$ cat src/hkst_pkg.sv
// shared constants, codes and controller/datapath interface types
package hkst_pkg;

   localparam int unsigned CAPACITY_DEF    = 4096;
   localparam int unsigned HANDLE_BITS_DEF = 32;

   localparam logic [63:0] DJB_SEED         = 64'd5381;
   localparam logic [7:0]  MAX_KEY_RESET    = 8'd32;
   localparam logic [15:0] MAX_VALUE_RESET  = 16'd2048;
   localparam logic [12:0] THRESHOLD_RESET  = 13'd1000;

   localparam int unsigned HASH_W    = 64;
   localparam int unsigned KEYLEN_W  = 8;
   localparam int unsigned MAXKEY_W  = 8;
   localparam int unsigned MAXVAL_W  = 16;
   localparam int unsigned THRESH_W  = 13;
   localparam int unsigned POS_W     = 12;
   localparam int unsigned FOUND_W   = 32;
   localparam int unsigned STATUS_W  = 3;
   localparam int unsigned CSR_IDX_W = 2;
   localparam int unsigned CSR_W     = 16;
   localparam int unsigned REQ_W     = 56;
   localparam int unsigned RSP_W     = 112;

   typedef enum logic [CSR_IDX_W-1:0] {
      CSR_MAX_KEY   = 2'd0,
      CSR_MAX_VALUE = 2'd1,
      CSR_THRESHOLD = 2'd2
   } csr_index_type;

   typedef enum logic [STATUS_W-1:0] {
      ST_OK        = 3'd0,
      ST_NOT_FOUND = 3'd1,
      ST_DUPLICATE = 3'd2,
      ST_FULL      = 3'd3,
      ST_KEY_LONG  = 3'd4,
      ST_VALUE_LONG = 3'd5
   } status_type;

   // datapath operations issued by the controller
   typedef enum logic [3:0] {
      OP_NONE,
      OP_BEAT,
      OP_LAST,
      OP_SCAN_INIT,
      OP_SCAN_RD,
      OP_SCAN_CMP,
      OP_INSERT,
      OP_SORT_RD0,
      OP_SORT_LOAD,
      OP_SORT_RD,
      OP_SORT_CMP,
      OP_SORT_END,
      OP_SORT_DONE,
      OP_RESULT
   } dp_op_type;

   typedef struct packed {
      logic count_zero;
      logic idx_zero;
      logic scan_match;
      logic insert_ok;
      logic do_resort;
      logic sort_last;
      logic swapped;
      logic rsp_free;
   } dp_stat_type;

endpackage

$ cat src/hkst_ctrl.sv
// controller state machine sequencing hash, scan, insert and sort
module hkst_ctrl (
   input  logic                  clock,
   input  logic                  reset,
   input  logic                  req_valid,
   input  logic                  req_last,
   output logic                  req_ready,
   input  hkst_pkg::dp_stat_type stat,
   output hkst_pkg::dp_op_type   op
);

   typedef enum logic [3:0] {
      S_IDLE, S_SCAN_INIT, S_SCAN_RD, S_SCAN_CMP, S_DECIDE, S_INSERT, S_CHECK,
      S_SORT_RD0, S_SORT_LOAD, S_SORT_RD, S_SORT_CMP, S_SORT_END, S_SORT_DONE, S_RESULT
   } state_type;

   state_type state_ff, state_in;
   logic      rescan_ff, rescan_in;

   always_comb begin
      state_in  = state_ff;
      rescan_in = rescan_ff;
      op        = hkst_pkg::OP_NONE;
      unique case (state_ff)
         S_IDLE: begin
            if (req_valid) begin
               op = req_last ? hkst_pkg::OP_LAST : hkst_pkg::OP_BEAT;
               if (req_last) begin
                  state_in = S_SCAN_INIT;
               end
            end
         end
         S_SCAN_INIT: begin
            op       = hkst_pkg::OP_SCAN_INIT;
            state_in = stat.count_zero ? S_DECIDE : S_SCAN_RD;
         end
         S_SCAN_RD: begin
            op       = hkst_pkg::OP_SCAN_RD;
            state_in = S_SCAN_CMP;
         end
         S_SCAN_CMP: begin
            op = hkst_pkg::OP_SCAN_CMP;
            if (stat.scan_match || stat.idx_zero) begin
               state_in = rescan_ff ? S_RESULT : S_DECIDE;
            end else begin
               state_in = S_SCAN_RD;
            end
         end
         S_DECIDE: begin
            state_in = stat.insert_ok ? S_INSERT : S_RESULT;
         end
         S_INSERT: begin
            op       = hkst_pkg::OP_INSERT;
            state_in = S_CHECK;
         end
         S_CHECK: begin
            state_in = stat.do_resort ? S_SORT_RD0 : S_RESULT;
         end
         S_SORT_RD0: begin
            op       = hkst_pkg::OP_SORT_RD0;
            state_in = S_SORT_LOAD;
         end
         S_SORT_LOAD: begin
            op       = hkst_pkg::OP_SORT_LOAD;
            state_in = S_SORT_RD;
         end
         S_SORT_RD: begin
            op       = hkst_pkg::OP_SORT_RD;
            state_in = S_SORT_CMP;
         end
         S_SORT_CMP: begin
            op       = hkst_pkg::OP_SORT_CMP;
            state_in = stat.sort_last ? S_SORT_END : S_SORT_RD;
         end
         S_SORT_END: begin
            op       = hkst_pkg::OP_SORT_END;
            state_in = stat.swapped ? S_SORT_RD0 : S_SORT_DONE;
         end
         S_SORT_DONE: begin
            op        = hkst_pkg::OP_SORT_DONE;
            rescan_in = 1'b1;
            state_in  = S_SCAN_INIT;
         end
         S_RESULT: begin
            if (stat.rsp_free) begin
               op        = hkst_pkg::OP_RESULT;
               rescan_in = 1'b0;
               state_in  = S_IDLE;
            end
         end
         default: begin
            state_in = S_IDLE;
         end
      endcase
   end

   always_ff @(posedge clock) begin
      if (reset) begin
         state_ff  <= S_IDLE;
         rescan_ff <= 1'b0;
      end else begin
         state_ff  <= state_in;
         rescan_ff <= rescan_in;
      end
   end

   assign req_ready = state_ff == S_IDLE;

endmodule

$ cat config.mk
export PLATFORM = sky130hd
export DESIGN_NAME = hkst_ctrl
export DESIGN_NICKNAME = d
export VERILOG_FILES = /design/src/hkst_pkg.sv /design/src/hkst_ctrl.sv
export SDC_FILE = /design/constraint.sdc
export NUM_CORES = 1
export LEC_CHECK = 0
export ABC_AREA = 0
export BUFFER_PORTS_ARGS = -buffer_cell sky130_fd_sc_hd__buf_2
export CAP_MARGIN = 20
export CORE_AREA = 2 2 39 41
export DETAILED_ROUTE_END_ITERATION = 6
export DIE_AREA = 0 0 41 43
export GPL_TIMING_DRIVEN = 0
export PLACE_DENSITY = 0.64
export SYNTH_ARGS = -nofsm -noshare
export SYNTH_HDL_FRONTEND = slang
export SYNTH_SLANG_ARGS = --single-unit
$ cat constraint.sdc
create_clock -name clock -period 1.7 [get_ports clock]
set_clock_uncertainty 0.05 [all_clocks]
set_input_delay 0.085 -clock clock [delete_from_list [all_inputs] [get_ports clock]]
set_output_delay 0.085 -clock clock [all_outputs]
set_load 0.05 [all_outputs]
==> impl_table.tex, run 1 <==
\begin{tabular}{lr}
\hline
Metric & Value \\
\hline
\multicolumn{2}{l}{\textbf{Floorplan}} \\
\quad Initial core utilization & 0.360 \\
\quad Y dimension of the die & 43 um \\
\quad Die Width & 41 um \\
\quad Die Footprint & 1760 um2 \\
\quad Core area & 1380 um2 \\
\quad Standard-cell rows & 14 \\
\quad Io pins & 17 \\
\multicolumn{2}{l}{\textbf{Power and ir drop}} \\
\quad Total Power Consumption & 0.000860 W \\
\quad Sw power & 0.000422 W \\
\quad Power Internal & 0.000438 W \\
\quad Worst vdd ir & 0.625 mV \\
\quad Portion of total power attributed to sequential cells & 0.179 \\
\quad Combinational cell fraction of total power & 0.668 \\
\quad Leak pwr & 0.279 nW \\
\quad Clock network power share & 0.154 \\
\quad Pwr Density & 1260 nW/um2 \\
\quad Net switching share of the total power & 0.491 \\
\multicolumn{2}{l}{\textbf{CTS}} \\
\quad Skew-Pair Late Insertion Delay & 0.24 ns \\
\quad Post-CTS setup-driven buffer insertion count & 0 \\
\quad TritonCTS clock tree & yes \\
\quad Num CTS Buffers & 3 \\
\quad Max Buffers Root-to-Sink & 2 \\
\quad H-tree level count & 1 \\
\quad Hold buffer count at CTS & 0 \\
\quad Clock edge transition at the registers on the reported setup and hold paths & 0.04 ns \\
\quad Clk root buf & sky130\_fd\_sc\_hd\_\_clkbuf\_4 \\
\quad Number of clock sinks & 5 \\
\multicolumn{2}{l}{\textbf{Logic synthesis}} \\
\quad Post-Syn Area per Cell & 6.82 um2 \\
\quad Proportion of synthesized chip area in sequential cells & 0.201 \\
\quad Number of synthesized register bits & 5 \\
\quad Cell with the most instances after synthesis & sky130\_fd\_sc\_hd\_\_nor2\_1 \\
\quad Most frequent cells after synthesis & sky130\_fd\_sc\_hd\_\_nor2\_1, sky130\_fd\_sc\_hd\_\_nand2\_1, sky130\_fd\_sc\_hd\_\_dfxtp\_1, sky130\_fd\_sc\_hd\_\_inv\_1, sky130\_fd\_sc\_hd\_\_o21ai\_0 \\
\quad Post-Synthesis Net Count & 85 \\
\quad Post-synthesis cell type with the largest combined area & sky130\_fd\_sc\_hd\_\_dfxtp\_1 \\
\quad Predominant post-synthesis flop cell & sky130\_fd\_sc\_hd\_\_dfxtp\_1 \\
\quad Yosys Warn Count & 0 \\
\quad Cells taking the most area after synthesis & sky130\_fd\_sc\_hd\_\_dfxtp\_1, sky130\_fd\_sc\_hd\_\_nor2\_1, sky130\_fd\_sc\_hd\_\_nand2\_1 \\
\quad Share of the synthesized area in the top cell type & 0.201 \\
\quad Count of distinct cell types in the synthesized netlist & 32 \\
\quad Syn Inst Count & 73 \\
\quad Count of flip-flops with a built-in enable after synthesis & 0 \\
\quad Ys async rst share & 0 \\
\quad Post-synthesis instance area & 498 um2 \\
\multicolumn{2}{l}{\textbf{Min path}} \\
\quad Path class of the lowest-slack min-delay path & primary input to flip-flop \\
\multicolumn{2}{l}{\textbf{Critical path}} \\
\quad Category of the worst setup path capture point & output pin \\
\quad Worst R2R Setup Slack & 0.24 ns \\
\quad Startpoint kind of the worst setup timing path & flip-flop \\
\quad Req. time, crit path & 1.56 ns \\
\quad Type of the worst setup path & flip-flop to output pin \\
\quad Arrival time of the worst setup path & 1.47 ns \\
\quad Largest fanout on the critical path & 10 \\
\multicolumn{2}{l}{\textbf{Final layout}} \\
\quad Number of standard cells in the layout, taps in and fillers out & 109 \\
\quad Final net count & 106 \\
\quad Ant diodes & 0 \\
\quad Filler Cell Count & 149 \\
\quad Fraction of final layout cells with drive strength greater than 1 & 0.376 \\
\quad Area growth syn-to-layout & 36.9\% \\
\multicolumn{2}{l}{\textbf{Run}} \\
\quad Number of max-cap violations & 0 \\
\multicolumn{2}{l}{\textbf{STA}} \\
\quad Max-slew violations & 0 \\
\quad Setup TNS after final layout & 0 ns \\
\quad Period utilisation layout & 0.945 \\
\quad Post-Route Hold Slack & 0.0293 ns \\
\quad Crit path setup slack, layout & 0.0936 ns \\
\quad Crit path time final & 1.61 ns \\
\quad RSZ-0062 raised after global routing & no \\
\quad Final Setup Violations & 0 \\
\quad Worst-margin pin slew & 0.317 ns \\
\quad Worst slew margin relative to its limit & 0.788 \\
\quad Final Hold Viols & 0 \\
\quad Max Freq & 623 MHz \\
\multicolumn{2}{l}{\textbf{Route}} \\
\quad Aggregate routed wire length & 1.35 mm \\
\quad Count of antenna-violating nets left after detailed routing & 0 \\
\quad Average via count per standard cell & 5.58 \\
\quad DR pass1 iterations & 4 \\
\quad DR DRC count & 0 \\
\quad Routed WL per cell & 12.3 um \\
\quad Via Count & 608 \\
\quad DRC marker count from the first detailed-route iteration & 11 \\
\multicolumn{2}{l}{\textbf{GRT}} \\
\quad Wire length of the first global-routing pass & 2.06 mm \\
\quad GR Overflow Total & 0 \\
\quad Largest net degree at the start of global routing & 11 \\
\quad GRT Util Overall & 0.166 \\
\quad Initial antenna violation count & 0 \\
\quad Vias in the first global route & 490 \\
\multicolumn{2}{l}{\textbf{Placed design}} \\
\quad Total half-perimeter wirelength after legalization and detailed placement & 988 um \\
\quad Setup Slack @ Placement & 0.0343 ns \\
\quad IO Port Bufs & 16 \\
\quad Cell total after placement & 105 \\
\quad Final Wtd Congestion & 0.788 \\
\multicolumn{2}{l}{\textbf{Outcome}} \\
\quad Result of the run & completed \\
\hline
\end{tabular}
metrics by stage:
step,area [um2],util
2_1_floorplan,518,-
3_5_place_dp,618,0.447
6_report,682,0.493
5_1_grt,682,0.493
3_3_place_gp,618,0.447
4_1_cts,661,0.477
critical path, stage by stage (launching register included):
cell and delay (ns):
sky130_fd_sc_hd__dfxtp_2 0.38, sky130_fd_sc_hd__buf_4 0.20, sky130_fd_sc_hd__nor2_2 0.06, sky130_fd_sc_hd__a32o_1 0.26, sky130_fd_sc_hd__nor2_1 0.11, sky130_fd_sc_hd__a21oi_2 0.04
sky130_fd_sc_hd__buf_4 0.18
cell families (layout without fill, tap and decap cells):
logic type,count (synthesis),in the layout,synth area share
AOI/OAI and AO/OA,19,19,0.266
buffers and inverters,10,30,0.106
DFF,5,5,0.201
and+or+nand+nor,39,39,0.427
repair_timing:
action | in CTS | in global routing
pin swaps | 0 | 1
endpoints found under the setup margin | 4 | 4
resized for setup | 7 | 6
per-layer routing:
metal	vias up	part of all wire	track usage
met5	-	0	0
met4	0	0	0.0200
met3	0	0.071	0.0471
met2	29	0.47	0.256
met1	273	0.46	0.228
li1	306	-	-
placed cells by master, fill, tap and decap left out, drive strengths merged, types with 2 or more instances in the layout:
| master | count |
|---|---|
| nor4 | 2 |
| o21ai | 4 |
| nor3b | 2 |
| nand2b | 3 |
| nand2 | 9 |
| clkbuf | 7 |
| a31oi | 3 |
| inv | 4 |
| a21oi | 3 |
| nand3b | 2 |
| nor2b | 2 |
| nor2 | 12 |
| buf | 19 |
| dfxtp | 5 |
| nand3 | 2 |
| a221oi | 2 |
cell type report:
cell class / instances / area [um2] / area share
Inverter: 4 / 15.0 / 0.0220
Multi-Input combinational cell: 58 / 375 / 0.550
Timing Repair Buffer: 16 / 95.1 / 0.139
Clock buffer: 4 / 26.3 / 0.0385
Buffer: 6 / 48.8 / 0.0716
Sequential cell: 5 / 101 / 0.149
Tap cell: 16 / 20.0 / 0.0294
flip-flops by register name, summed over array words and instances (netlist names):
signal     cells
state_ff       4
rescan_ff      1
final timing paths:
path | startpoint | end | cells past startpoint
worst min register to register | rescan_ff | rescan_ff | 2
worst max-delay path | state_ff[2] | op[1] | 6
worst min-delay path | reset | state_ff[0] | 2
worst max register to register | state_ff[1] | state_ff[0] | 5
power groups by stage:
stage / clock network, W / logic, W / registers [W]
after floorplan: 0 / 0.000419 / 0.000150
after global placement: 0 / 0.000519 / 0.000153
after detailed placement: 0 / 0.000519 / 0.000154
after CTS: 0.000141 / 0.000549 / 0.000154
after global routing: 0.000143 / 0.000607 / 0.000157
final: 0.000132 / 0.000574 / 0.000154
No activity file was read; power rests on OpenSTA's default activity.
==> run 2: changes to the inputs <==
--- a/config.mk
+++ b/config.mk
@@ -6,7 +6,7 @@
 export NUM_CORES = 1
 export LEC_CHECK = 0
 export ABC_AREA = 0
-export BUFFER_PORTS_ARGS = -buffer_cell sky130_fd_sc_hd__buf_2
+export BUFFER_PORTS_ARGS = -buffer_cell sky130_fd_sc_hd__buf_4
 export CAP_MARGIN = 20
 export CORE_AREA = 2 2 39 41
 export DETAILED_ROUTE_END_ITERATION = 6
==> run 2 against run 1 <==
Register-to-register slack hardly changed. Die area did not move. Final cell count grew 0.92%. Sequential cell count unchanged. Global-route usage up 1.5 points. Utilization is 3.1 points higher. Clock power rose by 6%. Maximum frequency is 2.0% lower. Routed wire length rose by 3.0%. Power is 2.8% higher. Critical path type unchanged.
==> impl_table.tex, run 2 (synthesized netlist as in run 1, its figures left out) <==
\begin{tabular}{lr}
\hline
Metric & Value \\
\hline
\multicolumn{2}{l}{\textbf{Outcome}} \\
\quad Result of the run & completed \\
\multicolumn{2}{l}{\textbf{Power and ir drop}} \\
\quad Leak pwr & 0.294 nW \\
\quad Sw power & 0.000428 W \\
\quad Combinational cell fraction of total power & 0.668 \\
\quad Clock network power share & 0.158 \\
\quad Worst vdd ir & 0.575 mV \\
\quad Power Internal & 0.000456 W \\
\quad Net switching share of the total power & 0.484 \\
\quad Pwr Density & 1220 nW/um2 \\
\quad Portion of total power attributed to sequential cells & 0.173 \\
\multicolumn{2}{l}{\textbf{Critical path}} \\
\quad Startpoint kind of the worst setup timing path & flip-flop \\
\quad Slowest-stage cell, CP & sky130\_fd\_sc\_hd\_\_dfxtp\_1 \\
\quad Type of the worst setup path & flip-flop to output pin \\
\quad Worst stage delay on the critical path & 0.35 ns \\
\quad Req. time, crit path & 1.56 ns \\
\quad Category of the worst setup path capture point & output pin \\
\quad Largest fanout on the critical path & 10 \\
\quad Arrival time of the worst setup path & 1.50 ns \\
\quad Ordered cell list for the critical path & clkbuf\_4 > clkbuf\_4 > nand3b\_1 > nand2\_1 > nand2\_1 > o21ai\_1 > buf\_6 \\
\multicolumn{2}{l}{\textbf{Route}} \\
\quad DR pass1 iterations & 4 \\
\quad DRC marker count from the first detailed-route iteration & 25 \\
\quad Routed WL per cell & 12.6 um \\
\quad Via Count & 616 \\
\quad DR DRC count & 0 \\
\quad Aggregate routed wire length & 1.39 mm \\
\quad Average via count per standard cell & 5.60 \\
\quad Count of antenna-violating nets left after detailed routing & 0 \\
\multicolumn{2}{l}{\textbf{Min path}} \\
\quad Path class of the lowest-slack min-delay path & primary input to flip-flop \\
\multicolumn{2}{l}{\textbf{GRT}} \\
\quad Initial antenna violation count & 0 \\
\quad Largest net degree at the start of global routing & 11 \\
\quad GRT Util Overall & 0.181 \\
\quad Wire length of the first global-routing pass & 2.10 mm \\
\quad GR Overflow Total & 0 \\
\quad Vias in the first global route & 506 \\
\multicolumn{2}{l}{\textbf{CTS}} \\
\quad H-tree level count & 1 \\
\quad Clock edge transition at the registers on the reported setup and hold paths & 0.04 ns \\
\quad Max Buffers Root-to-Sink & 2 \\
\quad TritonCTS clock tree & yes \\
\quad Skew-Pair Late Insertion Delay & 0.25 ns \\
\quad Number of clock sinks & 5 \\
\quad Num CTS Buffers & 3 \\
\quad Clk root buf & sky130\_fd\_sc\_hd\_\_clkbuf\_4 \\
\multicolumn{2}{l}{\textbf{Floorplan}} \\
\quad Core area & 1380 um2 \\
\quad Io pins & 17 \\
\quad Die Footprint & 1760 um2 \\
\quad Y dimension of the die & 43 um \\
\quad Initial core utilization & 0.360 \\
\quad Standard-cell rows & 14 \\
\quad Die Width & 41 um \\
\multicolumn{2}{l}{\textbf{Final layout}} \\
\quad Reg with most FFs & state\_ff \\
\quad Ant diodes & 0 \\
\quad Area of all placed cells without fillers & 724 um2 \\
\quad Fraction of final layout cells with drive strength greater than 1 & 0.372 \\
\quad Number of flip-flops under the largest register name & 4 \\
\quad Filler Cell Count & 142 \\
\quad Commonest non-fill, non-tap cells in the layout & sky130\_fd\_sc\_hd\_\_buf\_4, sky130\_fd\_sc\_hd\_\_nor2\_1, sky130\_fd\_sc\_hd\_\_nand2\_1, sky130\_fd\_sc\_hd\_\_clkbuf\_4 \\
\quad Number of standard cells in the layout, taps in and fillers out & 110 \\
\quad Commonest non-fill, non-tap cell in the layout & sky130\_fd\_sc\_hd\_\_buf\_4 \\
\quad Top flop regs & state\_ff x4, rescan\_ff x1 \\
\quad Area growth syn-to-layout & 45.5\% \\
\quad Final net count & 107 \\
\multicolumn{2}{l}{\textbf{Placed design}} \\
\quad Setup Slack @ Placement & 0.102 ns \\
\quad Final Wtd Congestion & 0.833 \\
\quad Cell total after placement & 105 \\
\quad Placed inst area & 658 um2 \\
\quad Total half-perimeter wirelength after legalization and detailed placement & 979 um \\
\quad IO Port Bufs & 16 \\
\multicolumn{2}{l}{\textbf{STA}} \\
\quad Period utilisation layout & 0.965 \\
\quad Final Hold Viols & 0 \\
\quad Crit path setup slack, layout & 0.0601 ns \\
\quad RSZ-0062 raised after global routing & yes \\
\quad Setup TNS after final layout & 0 ns \\
\quad Final Setup Violations & 0 \\
\quad Max-slew violations & 0 \\
\quad Worst-margin pin slew & 0.300 ns \\
\quad Worst slew margin relative to its limit & 0.800 \\
\quad Max Freq & 610 MHz \\
\quad Post-Route Hold Slack & 0.117 ns \\
\quad Crit path time final & 1.64 ns \\
\multicolumn{2}{l}{\textbf{Run}} \\
\quad Number of max-cap violations & 0 \\
\hline
\end{tabular}
==> run 2: cell types whose count changed in the layout (fill, tap and decap cells not counted) <==
cell,delta
sky130_fd_sc_hd__dlygate4sd3_1,+1
sky130_fd_sc_hd__buf_4,+13
sky130_fd_sc_hd__buf_2,-13
==> run 2: critical path: cells and delay by family (launching register included) <==
kind	cells	cell delay [ns]
simple gates	3	0.21
compound gates	1	0.09
flops	1	0.35
buf+inv	3	0.61
==> run 2: through the flow <==
stage / total power [W] / util
floorplan: 0.000569 / -
global placement: 0.000708 / 0.476
detailed placement: 0.000706 / 0.476
CTS: 0.000866 / 0.508
global route: 0.000935 / 0.524
finish: 0.000884 / 0.524
==> run 2: final cells by class <==
class / instances / area [um2] / share of cell area
sequential: 5 / 101 / 0.140
inverter: 4 / 15.0 / 0.0207
clock buffer: 4 / 26.3 / 0.0363
multi-input combinational: 58 / 375 / 0.518
tap: 16 / 20.0 / 0.0276
buffer: 6 / 48.8 / 0.0674
timing repair buffer: 17 / 138 / 0.190
==> run 2: repair_timing <==
action	CTS	global route
resized for setup	4	6
setup endpoints to repair	4	3
hold buffers	1	0
endpoints found under the hold margin	4	0
buffers inserted	0	0
==> run 2: path summary, 6_finish.rpt <==
kind,start,to,slack (ns),cells after the start
worst min register to register,rescan_ff,rescan_ff,0.45,2
worst max-delay path,state_ff[3],op[0],0.06,7
worst min-delay path,stat[0],state_ff[0],0.12,4
worst max register to register,state_ff[1],state_ff[0],0.24,5
==> run 2: per-layer routing <==
layer  track usage  vias up  wire length [um]
met3        0.0628        5               119
met1         0.242      281               607
li1              -      306                 -
met2         0.234       24               624
met5             0        -                 0
met4         0.120        0                34
==> run 2: power by group through the flow <==
| stage | logic (W) | clock network (W) | registers [W] |
|---|---|---|---|
| floorplan | 0.000419 | 0 | 0.000150 |
| global placement | 0.000555 | 0 | 0.000153 |
| detailed placement | 0.000553 | 0 | 0.000154 |
| CTS | 0.000567 | 0.000145 | 0.000153 |
| global route | 0.000628 | 0.000150 | 0.000156 |
| finish | 0.000591 | 0.000140 | 0.000153 |
